==> config.mk <==
export PLATFORM = sky130hd
export DESIGN_NAME = hv_contactor_charge_sequencer_core
export DESIGN_NICKNAME = d
export VERILOG_FILES = /design/src/sv/hcs_pkg.sv /design/src/sv/hv_contactor_charge_sequencer_core.sv /design/src/sv/hcs_step.sv
export SDC_FILE = /design/constraint.sdc
export NUM_CORES = 1
export LEC_CHECK = 0
export BUFFER_PORTS_ARGS = -buffer_cell sky130_fd_sc_hd__buf_2
export CORE_UTILIZATION = 55
export DETAILED_ROUTE_END_ITERATION = 10
export PLACE_DENSITY = 0.74
export SYNTH_ARGS = -nofsm -noshare
export SYNTH_HDL_FRONTEND = slang
export SYNTH_SLANG_ARGS = --single-unit
==> constraint.sdc <==
create_clock -name clk -period 5.9 [get_ports clk]
set_clock_uncertainty 0.1 [all_clocks]
set_input_delay 0.295 -clock clk [delete_from_list [all_inputs] [get_ports clk]]
set_output_delay 0.295 -clock clk [all_outputs]
set_load 0.02 [all_outputs]
==> src/sv/hcs_pkg.sv <==
// ----------------------------------------------------------------------------
// hcs_pkg
// state, mode and register codes plus shared types for the hv sequencer
// ----------------------------------------------------------------------------
package hcs_pkg;

  localparam int unsigned HV_W   = 20;
  localparam int unsigned CELL_W = 16;
  localparam int unsigned ST_W   = 4;
  localparam int unsigned MODE_W = 3;
  localparam int unsigned IDX_W  = 3;

  // sequencer states
  localparam logic [ST_W-1:0] ST_ERROR     = 4'd0;
  localparam logic [ST_W-1:0] ST_DISCHARGE = 4'd1;
  localparam logic [ST_W-1:0] ST_STANDBY   = 4'd2;
  localparam logic [ST_W-1:0] ST_DRV_PRE   = 4'd3;
  localparam logic [ST_W-1:0] ST_DRV_PREOK = 4'd4;
  localparam logic [ST_W-1:0] ST_DRIVE     = 4'd5;
  localparam logic [ST_W-1:0] ST_CHG_PRE   = 4'd6;
  localparam logic [ST_W-1:0] ST_CHG_PREOK = 4'd7;
  localparam logic [ST_W-1:0] ST_TRICKLE   = 4'd8;
  localparam logic [ST_W-1:0] ST_CC        = 4'd9;
  localparam logic [ST_W-1:0] ST_CV        = 4'd10;
  localparam logic [ST_W-1:0] ST_CLEAR     = 4'd11;
  localparam logic [ST_W-1:0] ST_UNKNOWN   = 4'd12;

  // requested modes
  localparam logic [MODE_W-1:0] MODE_IDLE   = 3'd0;
  localparam logic [MODE_W-1:0] MODE_START  = 3'd1;
  localparam logic [MODE_W-1:0] MODE_RUN    = 3'd2;
  localparam logic [MODE_W-1:0] MODE_CHARGE = 3'd3;
  localparam logic [MODE_W-1:0] MODE_ACK    = 3'd4;

  // configuration register indexes
  localparam logic [IDX_W-1:0] REG_DISCHARGED_LIMIT = 3'd0;
  localparam logic [IDX_W-1:0] REG_DRIVE_MATCH      = 3'd1;
  localparam logic [IDX_W-1:0] REG_DRIVE_MIN_BUS    = 3'd2;
  localparam logic [IDX_W-1:0] REG_CHARGE_MATCH     = 3'd3;
  localparam logic [IDX_W-1:0] REG_CHARGE_CLOSE     = 3'd4;
  localparam logic [IDX_W-1:0] REG_TRICKLE_EXIT     = 3'd5;
  localparam logic [IDX_W-1:0] REG_CC_EXIT          = 3'd6;
  localparam logic [IDX_W-1:0] REG_CV_DONE          = 3'd7;

  // register reset values
  localparam logic [HV_W-1:0]   RST_DISCHARGED_LIMIT = 20'd5000;
  localparam logic [HV_W-1:0]   RST_DRIVE_MATCH      = 20'd30000;
  localparam logic [HV_W-1:0]   RST_DRIVE_MIN_BUS    = 20'd10000;
  localparam logic [HV_W-1:0]   RST_CHARGE_MATCH     = 20'd25000;
  localparam logic [HV_W-1:0]   RST_CHARGE_CLOSE     = 20'd5000;
  localparam logic [CELL_W-1:0] RST_TRICKLE_EXIT     = 16'd3000;
  localparam logic [CELL_W-1:0] RST_CC_EXIT          = 16'd4150;
  localparam logic [CELL_W-1:0] RST_CV_DONE          = 16'd4145;

  typedef struct packed {
    logic [HV_W-1:0]   discharged_limit_mv;
    logic [HV_W-1:0]   drive_match_mv;
    logic [HV_W-1:0]   drive_min_bus_mv;
    logic [HV_W-1:0]   charge_match_mv;
    logic [HV_W-1:0]   charge_close_mv;
    logic [CELL_W-1:0] trickle_exit_cell_mv;
    logic [CELL_W-1:0] cc_exit_cell_mv;
    logic [CELL_W-1:0] cv_done_cell_mv;
  } cfg_regs_t;

  typedef struct packed {
    logic [ST_W-1:0] held_state;
    logic [ST_W-1:0] next_state;
    logic            air_pos_closed;
    logic            air_neg_closed;
    logic            precharge_closed;
    logic            discharge_closed;
    logic            clear_fault;
    logic            clear_error_reg;
  } step_res_t;

endpackage

==> src/sv/hv_contactor_charge_sequencer_core.sv <==
// ----------------------------------------------------------------------------
// hv_contactor_charge_sequencer_core
// high-voltage contactor and charge sequencer, one step per item
// ----------------------------------------------------------------------------
// usage:
//   input channel in_*: one item per sequencer tick (error flag, requested
//   mode, bus and battery voltage, lowest and highest cell voltage).
//   result channel out_*: the state held at the start of the tick, the next
//   state, and the relay levels and fault-clear pulses of the held state.
//   cfg_*: threshold registers, to be written only while the block is idle;
//   the block itself does not enforce this.
// flow: an accepted item waits in the input register and moves into the
//   result register once that register is free to take it.
// throughput: one item per cycle when not stalled; the state register is
//   updated as an item moves from the input register to the result register.
// reset: state returns to error, thresholds to their defaults, both
//   registers empty.
// stall: a stalled result holds; the input register still takes one item,
//   after which in_stall follows out_stall.
// ----------------------------------------------------------------------------
module hv_contactor_charge_sequencer_core (
  input  logic                       clk,
  input  logic                       rst_n,
  // configuration
  input  logic                       cfg_we,
  input  logic [hcs_pkg::IDX_W-1:0]  cfg_idx,
  input  logic [hcs_pkg::HV_W-1:0]   cfg_data,
  // input channel
  input  logic                       in_valid,
  output logic                       in_stall,
  input  logic                       in_error_active,
  input  logic [hcs_pkg::MODE_W-1:0] in_mode_request,
  input  logic [hcs_pkg::HV_W-1:0]   in_bus_mv,
  input  logic [hcs_pkg::HV_W-1:0]   in_battery_mv,
  input  logic [hcs_pkg::CELL_W-1:0] in_min_cell_mv,
  input  logic [hcs_pkg::CELL_W-1:0] in_max_cell_mv,
  // result channel
  output logic                       out_valid,
  input  logic                       out_stall,
  output logic [hcs_pkg::ST_W-1:0]   out_held_state,
  output logic [hcs_pkg::ST_W-1:0]   out_next_state,
  output logic                       out_air_pos_closed,
  output logic                       out_air_neg_closed,
  output logic                       out_precharge_closed,
  output logic                       out_discharge_closed,
  output logic                       out_clear_fault,
  output logic                       out_clear_error_reg
);

  hcs_pkg::cfg_regs_t  cfg_r;
  hcs_pkg::cfg_regs_t  cfg_nxt;
  logic [hcs_pkg::ST_W-1:0] state_r;
  logic [hcs_pkg::ST_W-1:0] state_nxt;

  logic                       s1_vld_r;
  logic                       s1_vld_nxt;
  logic                       s1_err_r;
  logic [hcs_pkg::MODE_W-1:0] s1_mode_r;
  logic [hcs_pkg::HV_W-1:0]   s1_bus_r;
  logic [hcs_pkg::HV_W-1:0]   s1_batt_r;
  logic [hcs_pkg::CELL_W-1:0] s1_cmin_r;
  logic [hcs_pkg::CELL_W-1:0] s1_cmax_r;

  logic               out_vld_r;
  logic               out_vld_nxt;
  hcs_pkg::step_res_t out_res_r;
  hcs_pkg::step_res_t step_res;

  logic out_free;
  logic advance;
  logic in_acc;

  assign out_free = !out_vld_r || !out_stall;
  assign advance  = s1_vld_r && out_free;
  assign in_stall = s1_vld_r && !out_free;
  assign in_acc   = in_valid && !in_stall;

  hcs_step u_step (
    .held_state   (state_r),
    .error_active (s1_err_r),
    .mode_request (s1_mode_r),
    .bus_mv       (s1_bus_r),
    .battery_mv   (s1_batt_r),
    .min_cell_mv  (s1_cmin_r),
    .max_cell_mv  (s1_cmax_r),
    .cfg          (cfg_r),
    .res          (step_res)
  );

  always_comb begin
    cfg_nxt = cfg_r;
    if (cfg_we) begin
      case (cfg_idx)
        hcs_pkg::REG_DISCHARGED_LIMIT: cfg_nxt.discharged_limit_mv  = cfg_data;
        hcs_pkg::REG_DRIVE_MATCH:      cfg_nxt.drive_match_mv       = cfg_data;
        hcs_pkg::REG_DRIVE_MIN_BUS:    cfg_nxt.drive_min_bus_mv     = cfg_data;
        hcs_pkg::REG_CHARGE_MATCH:     cfg_nxt.charge_match_mv      = cfg_data;
        hcs_pkg::REG_CHARGE_CLOSE:     cfg_nxt.charge_close_mv      = cfg_data;
        hcs_pkg::REG_TRICKLE_EXIT:     cfg_nxt.trickle_exit_cell_mv =
                                         cfg_data[hcs_pkg::CELL_W-1:0];
        hcs_pkg::REG_CC_EXIT:          cfg_nxt.cc_exit_cell_mv      =
                                         cfg_data[hcs_pkg::CELL_W-1:0];
        hcs_pkg::REG_CV_DONE:          cfg_nxt.cv_done_cell_mv      =
                                         cfg_data[hcs_pkg::CELL_W-1:0];
        default:                       cfg_nxt = cfg_r;
      endcase
    end
  end

  assign state_nxt   = advance ? step_res.next_state : state_r;
  assign s1_vld_nxt  = in_acc ? 1'b1 : (advance ? 1'b0 : s1_vld_r);
  assign out_vld_nxt = advance ? 1'b1 : (out_vld_r && out_stall);

  always_ff @(posedge clk) begin
    if (!rst_n) begin
      cfg_r.discharged_limit_mv  <= hcs_pkg::RST_DISCHARGED_LIMIT;
      cfg_r.drive_match_mv       <= hcs_pkg::RST_DRIVE_MATCH;
      cfg_r.drive_min_bus_mv     <= hcs_pkg::RST_DRIVE_MIN_BUS;
      cfg_r.charge_match_mv      <= hcs_pkg::RST_CHARGE_MATCH;
      cfg_r.charge_close_mv      <= hcs_pkg::RST_CHARGE_CLOSE;
      cfg_r.trickle_exit_cell_mv <= hcs_pkg::RST_TRICKLE_EXIT;
      cfg_r.cc_exit_cell_mv      <= hcs_pkg::RST_CC_EXIT;
      cfg_r.cv_done_cell_mv      <= hcs_pkg::RST_CV_DONE;
      state_r                    <= hcs_pkg::ST_ERROR;
      s1_vld_r                   <= 1'b0;
      out_vld_r                  <= 1'b0;
    end else begin
      cfg_r     <= cfg_nxt;
      state_r   <= state_nxt;
      s1_vld_r  <= s1_vld_nxt;
      out_vld_r <= out_vld_nxt;
    end
  end

  // payload registers
  always_ff @(posedge clk) begin
    if (in_acc) begin
      s1_err_r  <= in_error_active;
      s1_mode_r <= in_mode_request;
      s1_bus_r  <= in_bus_mv;
      s1_batt_r <= in_battery_mv;
      s1_cmin_r <= in_min_cell_mv;
      s1_cmax_r <= in_max_cell_mv;
    end
    if (advance) begin
      out_res_r <= step_res;
    end
  end

  assign out_valid            = out_vld_r;
  assign out_held_state       = out_res_r.held_state;
  assign out_next_state       = out_res_r.next_state;
  assign out_air_pos_closed   = out_res_r.air_pos_closed;
  assign out_air_neg_closed   = out_res_r.air_neg_closed;
  assign out_precharge_closed = out_res_r.precharge_closed;
  assign out_discharge_closed = out_res_r.discharge_closed;
  assign out_clear_fault      = out_res_r.clear_fault;
  assign out_clear_error_reg  = out_res_r.clear_error_reg;

endmodule

==> src/sv/hcs_step.sv <==
// ----------------------------------------------------------------------------
// hcs_step
// one sequencer tick: relay levels for the held state and the next state
// ----------------------------------------------------------------------------
module hcs_step (
  input  logic [hcs_pkg::ST_W-1:0]   held_state,
  input  logic                       error_active,
  input  logic [hcs_pkg::MODE_W-1:0] mode_request,
  input  logic [hcs_pkg::HV_W-1:0]   bus_mv,
  input  logic [hcs_pkg::HV_W-1:0]   battery_mv,
  input  logic [hcs_pkg::CELL_W-1:0] min_cell_mv,
  input  logic [hcs_pkg::CELL_W-1:0] max_cell_mv,
  input  hcs_pkg::cfg_regs_t         cfg,
  output hcs_pkg::step_res_t         res
);

  logic [hcs_pkg::HV_W-1:0] diff;
  logic                     drive_mode;
  logic                     is_run;
  logic                     is_charge;
  logic [hcs_pkg::ST_W-1:0] nxt;

  // exact absolute difference, no wrap
  assign diff = (battery_mv >= bus_mv) ? (battery_mv - bus_mv) : (bus_mv - battery_mv);

  assign is_run     = (mode_request == hcs_pkg::MODE_RUN);
  assign is_charge  = (mode_request == hcs_pkg::MODE_CHARGE);
  assign drive_mode = (mode_request == hcs_pkg::MODE_START) || is_run;

  always_comb begin
    res                  = '0;
    res.held_state       = held_state;
    case (held_state)
      hcs_pkg::ST_DRV_PRE, hcs_pkg::ST_CHG_PRE: begin
        res.air_neg_closed   = 1'b1;
        res.precharge_closed = 1'b1;
      end
      hcs_pkg::ST_DRV_PREOK, hcs_pkg::ST_CHG_PREOK: begin
        res.air_pos_closed   = 1'b1;
        res.air_neg_closed   = 1'b1;
        res.precharge_closed = 1'b1;
      end
      hcs_pkg::ST_DRIVE, hcs_pkg::ST_TRICKLE, hcs_pkg::ST_CC, hcs_pkg::ST_CV: begin
        res.air_pos_closed = 1'b1;
        res.air_neg_closed = 1'b1;
      end
      hcs_pkg::ST_CLEAR: begin
        res.discharge_closed = 1'b1;
        res.clear_fault      = 1'b1;
        res.clear_error_reg  = 1'b1;
      end
      // error, discharge, standby, unknown and unused codes: safe set
      default: begin
        res.discharge_closed = 1'b1;
      end
    endcase
    res.next_state = nxt;
  end

  always_comb begin
    nxt = hcs_pkg::ST_UNKNOWN;
    if (error_active) begin
      nxt = hcs_pkg::ST_ERROR;
    end else begin
      case (held_state)
        hcs_pkg::ST_DISCHARGE: begin
          nxt = (bus_mv < cfg.discharged_limit_mv) ? hcs_pkg::ST_STANDBY
                                                   : hcs_pkg::ST_DISCHARGE;
        end
        hcs_pkg::ST_STANDBY: begin
          if (mode_request == hcs_pkg::MODE_START) nxt = hcs_pkg::ST_DRV_PRE;
          else if (is_charge)                      nxt = hcs_pkg::ST_CHG_PRE;
          else                                     nxt = hcs_pkg::ST_STANDBY;
        end
        hcs_pkg::ST_DRV_PRE: begin
          if (!drive_mode) nxt = hcs_pkg::ST_DISCHARGE;
          else if (diff < cfg.drive_match_mv && bus_mv > cfg.drive_min_bus_mv)
            nxt = hcs_pkg::ST_DRV_PREOK;
          else nxt = hcs_pkg::ST_DRV_PRE;
        end
        hcs_pkg::ST_DRV_PREOK: begin
          if (!drive_mode) nxt = hcs_pkg::ST_DISCHARGE;
          else if (is_run && diff < cfg.drive_match_mv) nxt = hcs_pkg::ST_DRIVE;
          else nxt = hcs_pkg::ST_DRV_PREOK;
        end
        hcs_pkg::ST_DRIVE: begin
          nxt = is_run ? hcs_pkg::ST_DRIVE : hcs_pkg::ST_DISCHARGE;
        end
        hcs_pkg::ST_CHG_PRE: begin
          if (!is_charge) nxt = hcs_pkg::ST_DISCHARGE;
          else if (diff < cfg.charge_match_mv) nxt = hcs_pkg::ST_CHG_PREOK;
          else nxt = hcs_pkg::ST_CHG_PRE;
        end
        hcs_pkg::ST_CHG_PREOK: begin
          if (!is_charge) nxt = hcs_pkg::ST_DISCHARGE;
          else if (diff < cfg.charge_close_mv) nxt = hcs_pkg::ST_TRICKLE;
          else nxt = hcs_pkg::ST_CHG_PREOK;
        end
        hcs_pkg::ST_TRICKLE: begin
          if (!is_charge) nxt = hcs_pkg::ST_DISCHARGE;
          else if (min_cell_mv >= cfg.trickle_exit_cell_mv) nxt = hcs_pkg::ST_CC;
          else nxt = hcs_pkg::ST_TRICKLE;
        end
        hcs_pkg::ST_CC: begin
          if (!is_charge) nxt = hcs_pkg::ST_DISCHARGE;
          else if (max_cell_mv >= cfg.cc_exit_cell_mv) nxt = hcs_pkg::ST_CV;
          else nxt = hcs_pkg::ST_CC;
        end
        hcs_pkg::ST_CV: begin
          nxt = (!is_charge || min_cell_mv >= cfg.cv_done_cell_mv) ? hcs_pkg::ST_DISCHARGE
                                                                   : hcs_pkg::ST_CV;
        end
        hcs_pkg::ST_ERROR: begin
          nxt = (mode_request == hcs_pkg::MODE_ACK) ? hcs_pkg::ST_CLEAR : hcs_pkg::ST_ERROR;
        end
        hcs_pkg::ST_CLEAR: begin
          nxt = (mode_request == hcs_pkg::MODE_IDLE && bus_mv < cfg.discharged_limit_mv)
                ? hcs_pkg::ST_STANDBY : hcs_pkg::ST_CLEAR;
        end
        // unknown state and unused codes stay unknown until an error
        default: begin
          nxt = hcs_pkg::ST_UNKNOWN;
        end
      endcase
    end
  end

endmodule

Word-level counts from Yosys, hierarchy flattened
Index checks and enable logic that the tools add are counted.

Muxes and demuxes: 30. Magnitude comparators: 9. $add $sub $neg: 2. Eq/ne operators: 22. Reductions and logical operators: 30.

Operators with widths (count): $lt 20x20->1 (4); $ge 16x16->1 (3); $mux 4 (12); $pmux 4 s12 (1); $sub 20x20->20 (2); $ge 20x20->1 (1); $gt 20x20->1 (1); $mux 20 (1); $eq 4x3->1 const B (4); $eq 4x4->1 const B (4); $reduce_and 2->1 (8); $eq 3x3->1 const B (5); $eq 3x2->1 const B (4); $mux 1 (10); $mux 3 (3); $eq 4x2->1 const B (2); $reduce_or 8->1 (1); $logic_and 1x1->1 (7); $eq 3x1->1 const B (2); $logic_not 3->1 (2); $mux 2 (3); $reduce_or 6->1 (1); $logic_not 1->1 (5); $eq 4x1->1 const B (1); 4 further kinds (6).

Flip-flop bits (word level): 244. Input bits: 104.

Longest topological paths before layout
Gate-level depths: netlist of the first run.

Depth in word-level cells: 8. Mapped depth: 22. Mapped depth without buffers: 21.

Modules after synthesis
A second synthesis of the first run with hierarchy kept.

Cells, all modules: 1503. Area total of the unflattened synthesis: 14670.3 um^2.

By module, submodules not included: hv_contactor_charge_sequencer_core (cells each 645, area each 8541.9 um^2, instances 1, sequential area each 5785.5 um^2); hcs_step (cells each 858, area each 6128.4 um^2, instances 1, sequential area each 0.0 um^2).

Worst setup path before layout of the first run
No wires, ideal clock.

Path type: reg2reg. Start: register out_vld_r (netlist: out_valid). End: register s1_batt_r[0] (netlist bit) (enable). Period minus slack after synthesis: 4.676 ns. Setup time: 0.518 ns. Buffers on the path: 0. Required time: 5.282 ns. Path slack: 1.224 ns. Stages on the path, launching flop included: 3. Data arrival time: 4.058 ns. Path through: dfxtp_1 and3_1 nor2b_1.

Longest elaborated chain between the ends: 6.

RTL lines: start, declared (RTL line hv_contactor_charge_sequencer_core.sv:64) `logic out_vld_r;`; start signal, assigned (RTL line hv_contactor_charge_sequencer_core.sv:131) `out_vld_r <= out_vld_nxt;`; $logic_not 1->1 (RTL line hv_contactor_charge_sequencer_core.sv:73) `assign out_free = !out_vld_r || !out_stall;`; $logic_or 1x1->1 (RTL line hv_contactor_charge_sequencer_core.sv:73); $logic_not 1->1 (RTL line hv_contactor_charge_sequencer_core.sv:75) `assign in_stall = s1_vld_r && !out_free;`; $logic_and 1x1->1 (RTL line hv_contactor_charge_sequencer_core.sv:75); net in_stall (RTL line hv_contactor_charge_sequencer_core.sv:30) `output logic in_stall,`; $logic_not 1->1 (RTL line hv_contactor_charge_sequencer_core.sv:76) `assign in_acc = in_valid && !in_stall;`; $logic_and 1x1->1 (RTL line hv_contactor_charge_sequencer_core.sv:76); net in_acc (RTL line hv_contactor_charge_sequencer_core.sv:71) `logic in_acc;`; end signal, assigned (RTL line hv_contactor_charge_sequencer_core.sv:141) `s1_batt_r <= in_battery_mv;`; end, declared (RTL line hv_contactor_charge_sequencer_core.sv:60) `logic [hcs_pkg::HV_W-1:0] s1_batt_r;`.

The timed path passes the listed nets, and every way through them passes these cells. A chain may end at the register's enable or synchronous reset.

==> results.py, run 1 <==
metrics = {
    "floorplanning": {
        "ioPinCount": 120,
        "rows": 58,
        "dieArea_sq_um": 26500,
        "core_sq_um": 25300,
        "die_h_um": 163,
        "fp.dieW_um": 163,
        "initial_core_util": 0.564,
    },
    "final_layout": {
        "drive_gt1_frac": 0.112,
        "area_delta_synth_final_pct": 18.1,
        "ff_latch_area_sq_um": 5760,
        "nNetsFinal": 2104,
        "fillers": 2074,
        "multiInputGateArea_sq_um": 7380,
        "antenna_cells": 0,
        "utilization": 0.666,
    },
    "worst_setup_path": {
        "reg2reg_from": "s1_bus_r[8]",
        "cp-end-kind": "register",
        "cp_slowest_cell": "ha_1",
        "crit_fanout": 9,
        "worstPathRequired_ns": 6.09,
        "path_cells": "inv_1 -> ha_1 -> nand4_1 -> a211oi_2 -> o21ai_1 -> a31oi_4 -> buf_4 -> nor2_1 -> a21oi_1 -> a32oi_1 -> xnor2_1 -> ha_1 -> a21oi_1 -> o21ai_0 -> a221oi_1 -> o311ai_2 -> a21o_1 -> a2111oi_4 -> nand4_1 -> and2_1",
        "r2r_setup_slack_ns": 0.36,
        "critPathArrivalTime_ns": 5.73,
        "crit_type": "register to register",
        "worst_setup_path_start_kind": "register",
        "reg2reg_depth": 20,
        "rr_endpoint": "out_next_state[0]",
        "max_stage_delay_ns": 0.45,
    },
    "sta": {
        "relSlewSlack": 0.204,
        "setup-tns-final_ns": 0,
        "grt_setup_unrepaired": "no",
        "clock.fmax_mhz": 181,
        "finalSetupViolations": 0,
        "finalCritPeriodShare": 0.938,
        "min_period_ns": 5.54,
        "slew_viol_final": 0,
        "finalHoldViolCount": 0,
        "worst_pin_slew_ns": 1.19,
    },
    "global_route": {
        "antenna_found_initial": 0,
        "grt_overflow": 0,
        "grt_pass1_vias": 11900,
        "grt_pass1_wl_um": 63000,
        "grt_max_degree": 106,
        "grt_usage": 0.306,
    },
    "detailed_routing": {
        "drt_wl_total_um": 40400,
        "viasPerCell": 5.66,
        "ant_nets": 0,
        "post-route-drc-count": 0,
        "drt_iter0_drc": 839,
        "wl_per_cell_um": 18.6,
        "vias": 12300,
        "dr.pass1.iters": 5,
    },
    "clocking": {
        "path_clk_slew_ns": 0.06,
        "cts-root-buf": "clkbuf_16",
        "clock_path_buffers": 3,
        "insertion_delay_ns": 0.55,
        "cts_made_buffers": 28,
        "htreeDepth": 1,
        "cts_sinks": 243,
        "tritoncts": "built",
    },
    "run_status": {
        "status": "complete, no violations",
    },
    "synthesis": {
        "ys.flop_type": "dfxtp_1",
        "yosysMostFrequentCell": "nand2_1",
        "ys_top_cells_by_count": "nand2_1 (316), inv_1 (204), a21oi_1 (199)",
        "synth_top_area_cell": "dfxtp_1",
        "yosysWarnings": 0,
        "synth.avg_cell_area_sq_um": 8.65,
        "synthTopCellsByArea": "dfxtp_1 (22%), edfxtp_1 (19%), ha_1 (16%)",
        "synth_area_sq_um": 14200,
        "syn_inst": 1647,
        "ys_ff_latch": 243,
        "synth_top_area_frac": 0.217,
        "synth-edff-count": 89,
        "synth_nets": 1936,
        "yosysUniqueCellTypes": 75,
        "ys_seq_area_frac": 0.404,
        "synth-async-reset-ratio": 0,
    },
    "worst_hold_path": {
        "min_from": "cfg_data[2]",
        "whs_path_depth": 3,
        "hold_path_end": "cfg_r[34]",
        "min_path_type": "primary input to register",
    },
    "job": {
        "maxCapViolCount": 0,
    },
    "power": {
        "leakagePower_uw": 0.00708,
        "p_per_area_nw_per_um2": 267,
        "ir_drop_uv": 331,
    },
    "place": {
        "gp_congestion": 0.941,
        "numPortBuffers": 119,
        "dpl.hpwl_um": 28500,
    },
}
what timing repair did:
action / in CTS / in global routing
hold buffers: 83 / 0
hold endpoints to repair: 102 / 0
resized for setup: 0 / 4
setup buffers: 0 / 2
endpoints found under the setup margin: 0 / 5
through the flow:
step	cell area (sq um)	std cells	power (uW)	worst slack [ns]	hold slack [ns]
6_report	16800	2167	4480	0.364	0.0150
5_1_grt	16800	2167	4680	0.0526	0.0119
4_1_cts	16800	2165	4480	0.0652	0.00388
3_5_place_dp	15000	2030	2750	0.140	0.347
3_3_place_gp	15000	2030	2730	0.339	0.342
2_1_floorplan	14200	1647	2480	1.22	0.294
per-layer routing:
metal  global-route usage  part of all wire
met3               0.0433             0.067
met1                0.415              0.44
met5                    0                 0
met2                0.497              0.46
met4                0.111             0.038
registers in the layout (all words and copies together), names as in the netlist, 3 cells and up:
register and cells:
cfg_r 148, out_next_state 4, state_r 4, s1_cmin_r 16
s1_cmax_r 16, s1_mode_r 3, s1_batt_r 20, s1_bus_r 20
out_held_state 4
layout by cell type, fill, tap and decap left out, types with 10 or more instances in the layout:
cell and count:
a211oi_1 11, a21o_1 30, a21oi_1 199, buf_2 119, buf_4 20, clkbuf_16 31, dfxtp_1 154, dlygate4sd3_1 83
edfxtp_1 89, ha_1 181, inv_1 204, nand2_1 316, nand3_1 19, nand4_1 28, nor2_1 47, nor2b_1 13
nor3_1 13, o211ai_1 55, o21ai_0 42, o21bai_1 10, xnor2_1 15
cells by family (layout without fill, tap and decap cells):
| logic type | Yosys count | after routing | synth area share |
|---|---|---|---|
| XOR/XNOR | 20 | 20 | 0.0123 |
| adder cells (fa/ha/maj) | 185 | 185 | 0.164 |
| multiplexers | 9 | 9 | 0.00659 |
| flip-flops | 243 | 243 | 0.404 |
| AND/OR/NAND/NOR | 486 | 486 | 0.150 |
| buffers and inverters | 289 | 479 | 0.0800 |
| AO/OA/AOI/OAI | 415 | 415 | 0.183 |
worst max path at each step:
stage | cells past startpoint | startpoint | to
2_1_floorplan | 2 | out_valid | s1_batt_r[0]
5_1_grt | 20 | s1_bus_r[15] | out_next_state[0]
6_report | 20 | s1_bus_r[8] | out_next_state[0]
3_3_place_gp | 19 | s1_bus_r[9] | out_next_state[0]
4_1_cts | 19 | s1_bus_r[9] | out_next_state[0]
3_5_place_dp | 19 | s1_bus_r[9] | out_next_state[0]
layout make-up:
type	instances	share of cell area
Multi-Input combinational cell	1115	0.439
Sequential cell	243	0.342
Timing Repair Buffer	222	0.0938
Clock buffer	40	0.0502
Inverter	205	0.0458
Tap cell	330	0.0246
Clock inverter	12	0.00417
power by group:
group          internal (uW)  total (uW)  leakage (uW)  switching, uW
logic                    387         945       0.00451            559
registers               1800        1840       0.00212           38.2
clock network            994        1700      0.000455            701
worst max-delay path: cells and delay by family, from the launching register on:
kind	cells	cell delay (ns)
adders and majority gates	2	0.76
DFF	1	0.40
xor gates and xnor gates	1	0.32
AOI/OAI and AO/OA	11	2.71
and+or+nand+nor	4	0.67
buffers and inverters	2	0.30
No activity file was read; power rests on OpenSTA's default activity.
==> inputs of run 2 (changes only) <==
Settings changed: SETUP_SLACK_MARGIN from default to 0.05.
Clock period 5.9 ns to 5.5 ns, I/O delays scaled along.
==> run 2 against run 1 <==
  * Via count rose by 2.1%
  * Largest cell class unchanged
  * Final cell count increased by 1.1%
  * Combinational power grew 13%
==> results.py, run 2 (synthesized netlist as in run 1, its figures left out) <==
metrics = {
    "worst_setup_path": {
        "worst_setup_path_start_kind": "register",
        "worstPathRequired_ns": 5.70,
        "reg2reg_from": "s1_bus_r[4]",
        "r2r_setup_slack_ns": 0.23,
        "crit_fanout": 13,
        "critPathArrivalTime_ns": 5.48,
        "reg2reg_depth": 19,
        "crit_type": "register to register",
        "rr_endpoint": "out_next_state[0]",
        "cp-end-kind": "register",
    },
    "sta": {
        "timing.hold.ws_ns": 0.0135,
        "setup-tns-final_ns": 0,
        "finalSetupViolations": 0,
        "finalHoldViolCount": 0,
        "relSlewSlack": 0.165,
        "worst_pin_slew_ns": 1.25,
        "min_period_ns": 5.27,
        "grt_setup_unrepaired": "no",
        "slew_viol_final": 0,
        "finalCritPeriodShare": 0.959,
        "clock.fmax_mhz": 190,
    },
    "place": {
        "gp_congestion": 0.939,
        "numPortBuffers": 119,
        "place_area_sq_um": 15200,
        "dpl.hpwl_um": 29400,
    },
    "clocking": {
        "tritoncts": "built",
        "insertion_delay_ns": 0.56,
        "clock_path_buffers": 3,
        "cts_made_buffers": 28,
        "htreeDepth": 1,
        "cts_sinks": 243,
        "path_clk_slew_ns": 0.06,
        "cts-root-buf": "clkbuf_16",
    },
    "detailed_routing": {
        "vias": 12500,
        "wl_per_cell_um": 18.9,
        "post-route-drc-count": 0,
        "ant_nets": 0,
        "dr.pass1.iters": 6,
        "drt_wl_total_um": 41500,
        "viasPerCell": 5.71,
        "drt_iter0_drc": 1015,
    },
    "floorplanning": {
        "initial_core_util": 0.564,
        "dieArea_sq_um": 26500,
        "ioPinCount": 120,
        "die_h_um": 163,
        "fp.dieW_um": 163,
        "rows": 58,
        "core_sq_um": 25300,
    },
    "final_layout": {
        "design_area_sq_um": 17100,
        "area_delta_synth_final_pct": 19.8,
        "largest_register": "cfg_r",
        "largestRegisters": "cfg_r (148), s1_batt_r (20), s1_bus_r (20)",
        "nNetsFinal": 2127,
        "final_common_cell": "nand2_1",
        "final_cell_mix": "nand2_1 (316), inv_1 (204), a21oi_1 (198)",
        "drive_gt1_frac": 0.120,
        "largest_reg_flops": 148,
    },
    "global_route": {
        "grt_max_degree": 77,
        "grt_overflow": 0,
        "antenna_found_initial": 0,
        "grt_pass1_wl_um": 63900,
        "grt_pass1_vias": 12100,
        "grt_usage": 0.312,
    },
    "run_status": {
        "status": "complete, no violations",
    },
    "worst_hold_path": {
        "min_from": "cfg_data[13]",
        "whs_path_depth": 3,
        "min_path_type": "primary input to register",
        "hold_path_end": "cfg_r[141]",
    },
    "power": {
        "p_per_area_nw_per_um2": 289,
        "ir_drop_uv": 252,
        "leakagePower_uw": 0.00719,
    },
    "job": {
        "maxCapViolCount": 0,
    },
}
-- run 2: cell count changes in the layout (fill, tap and decap cells not counted), moves of 2 or more --
cell / change
dlygate4sd3_1: +7
clkinv_1: -2
ha_1: +2
clkbuf_1: +4
clkinv_2: -4
ha_2: -2
buf_4: +16
clkbuf_8: +3
-- run 2: critical path, stage by stage (launching register included) --
cell       delay [ns]
edfxtp_1         0.40
inv_1            0.06
ha_1             0.42
nand4_1          0.19
a211oi_2         0.36
o21ai_2          0.14
a31oi_4          0.33
buf_4            0.26
o211ai_1         0.12
a32oi_1          0.29
xnor2_1          0.25
ha_1             0.32
a21oi_1          0.14
o21ai_0          0.14
a221oi_2         0.38
o311ai_2         0.20
a21o_1           0.24
a2111oi_4        0.34
nand4_1          0.17
and2_1           0.19
-- run 2: worst max-delay path by stage --
stage / startpoint / to / slack (ns) / cells past startpoint
2_1_floorplan: out_valid / s1_batt_r[0] / 0.82 / 2
3_3_place_gp: s1_bus_r[9] / out_next_state[0] / 0.18 / 19
3_5_place_dp: s1_bus_r[9] / out_next_state[0] / 0.12 / 19
4_1_cts: s1_bus_r[9] / out_next_state[0] / 0.09 / 19
5_1_grt: s1_bus_r[9] / out_next_state[0] / 0.04 / 19
6_report: s1_bus_r[4] / out_next_state[0] / 0.23 / 19
-- run 2: where the power goes --
part	switching [uW]	total [uW]	internal, uW
registers	41.3	1980	1930
clock network	756	1880	1120
logic	620	1070	453
total	1420	4930	3510
-- run 2: metrics by stage --
step / std cells / util / total power, uW / worst slack, ns
floorplan: 1647 / - / 2660 / 0.824
global placement: 2046 / 0.600 / 2970 / 0.181
detailed placement: 2046 / 0.600 / 2990 / 0.118
CTS: 2188 / 0.673 / 4910 / 0.0920
global route: 2190 / 0.675 / 5140 / 0.0395
finish: 2191 / 0.675 / 4930 / 0.227
-- run 2: routing by layer --
layer / part of all wire / vias to the layer above / GRT usage
met5: 0 / - / 0
met4: 0.032 / 0 / 0.101
met3: 0.072 / 97 / 0.0410
met2: 0.47 / 507 / 0.524
met1: 0.43 / 5839 / 0.415
li1: - / 6076 / -
-- run 2: repair_timing --
action,4_1_cts,5_1_grt
hold endpoints to repair,121,0
hold buffers,90,0
setup buffers,0,2
resized for setup,0,10
endpoints found under the setup margin,0,5
-- run 2: layout make-up --
cell class	instances	area, sq um
well taps	330	413
inverters	205	769
fillers	2088	8200
clock buffers	45	867
diodes	1	2.50
repair buffers	245	1770
flip-flops and latches	243	5760
clock inverters	7	70.1
multi-input cells	1115	7410
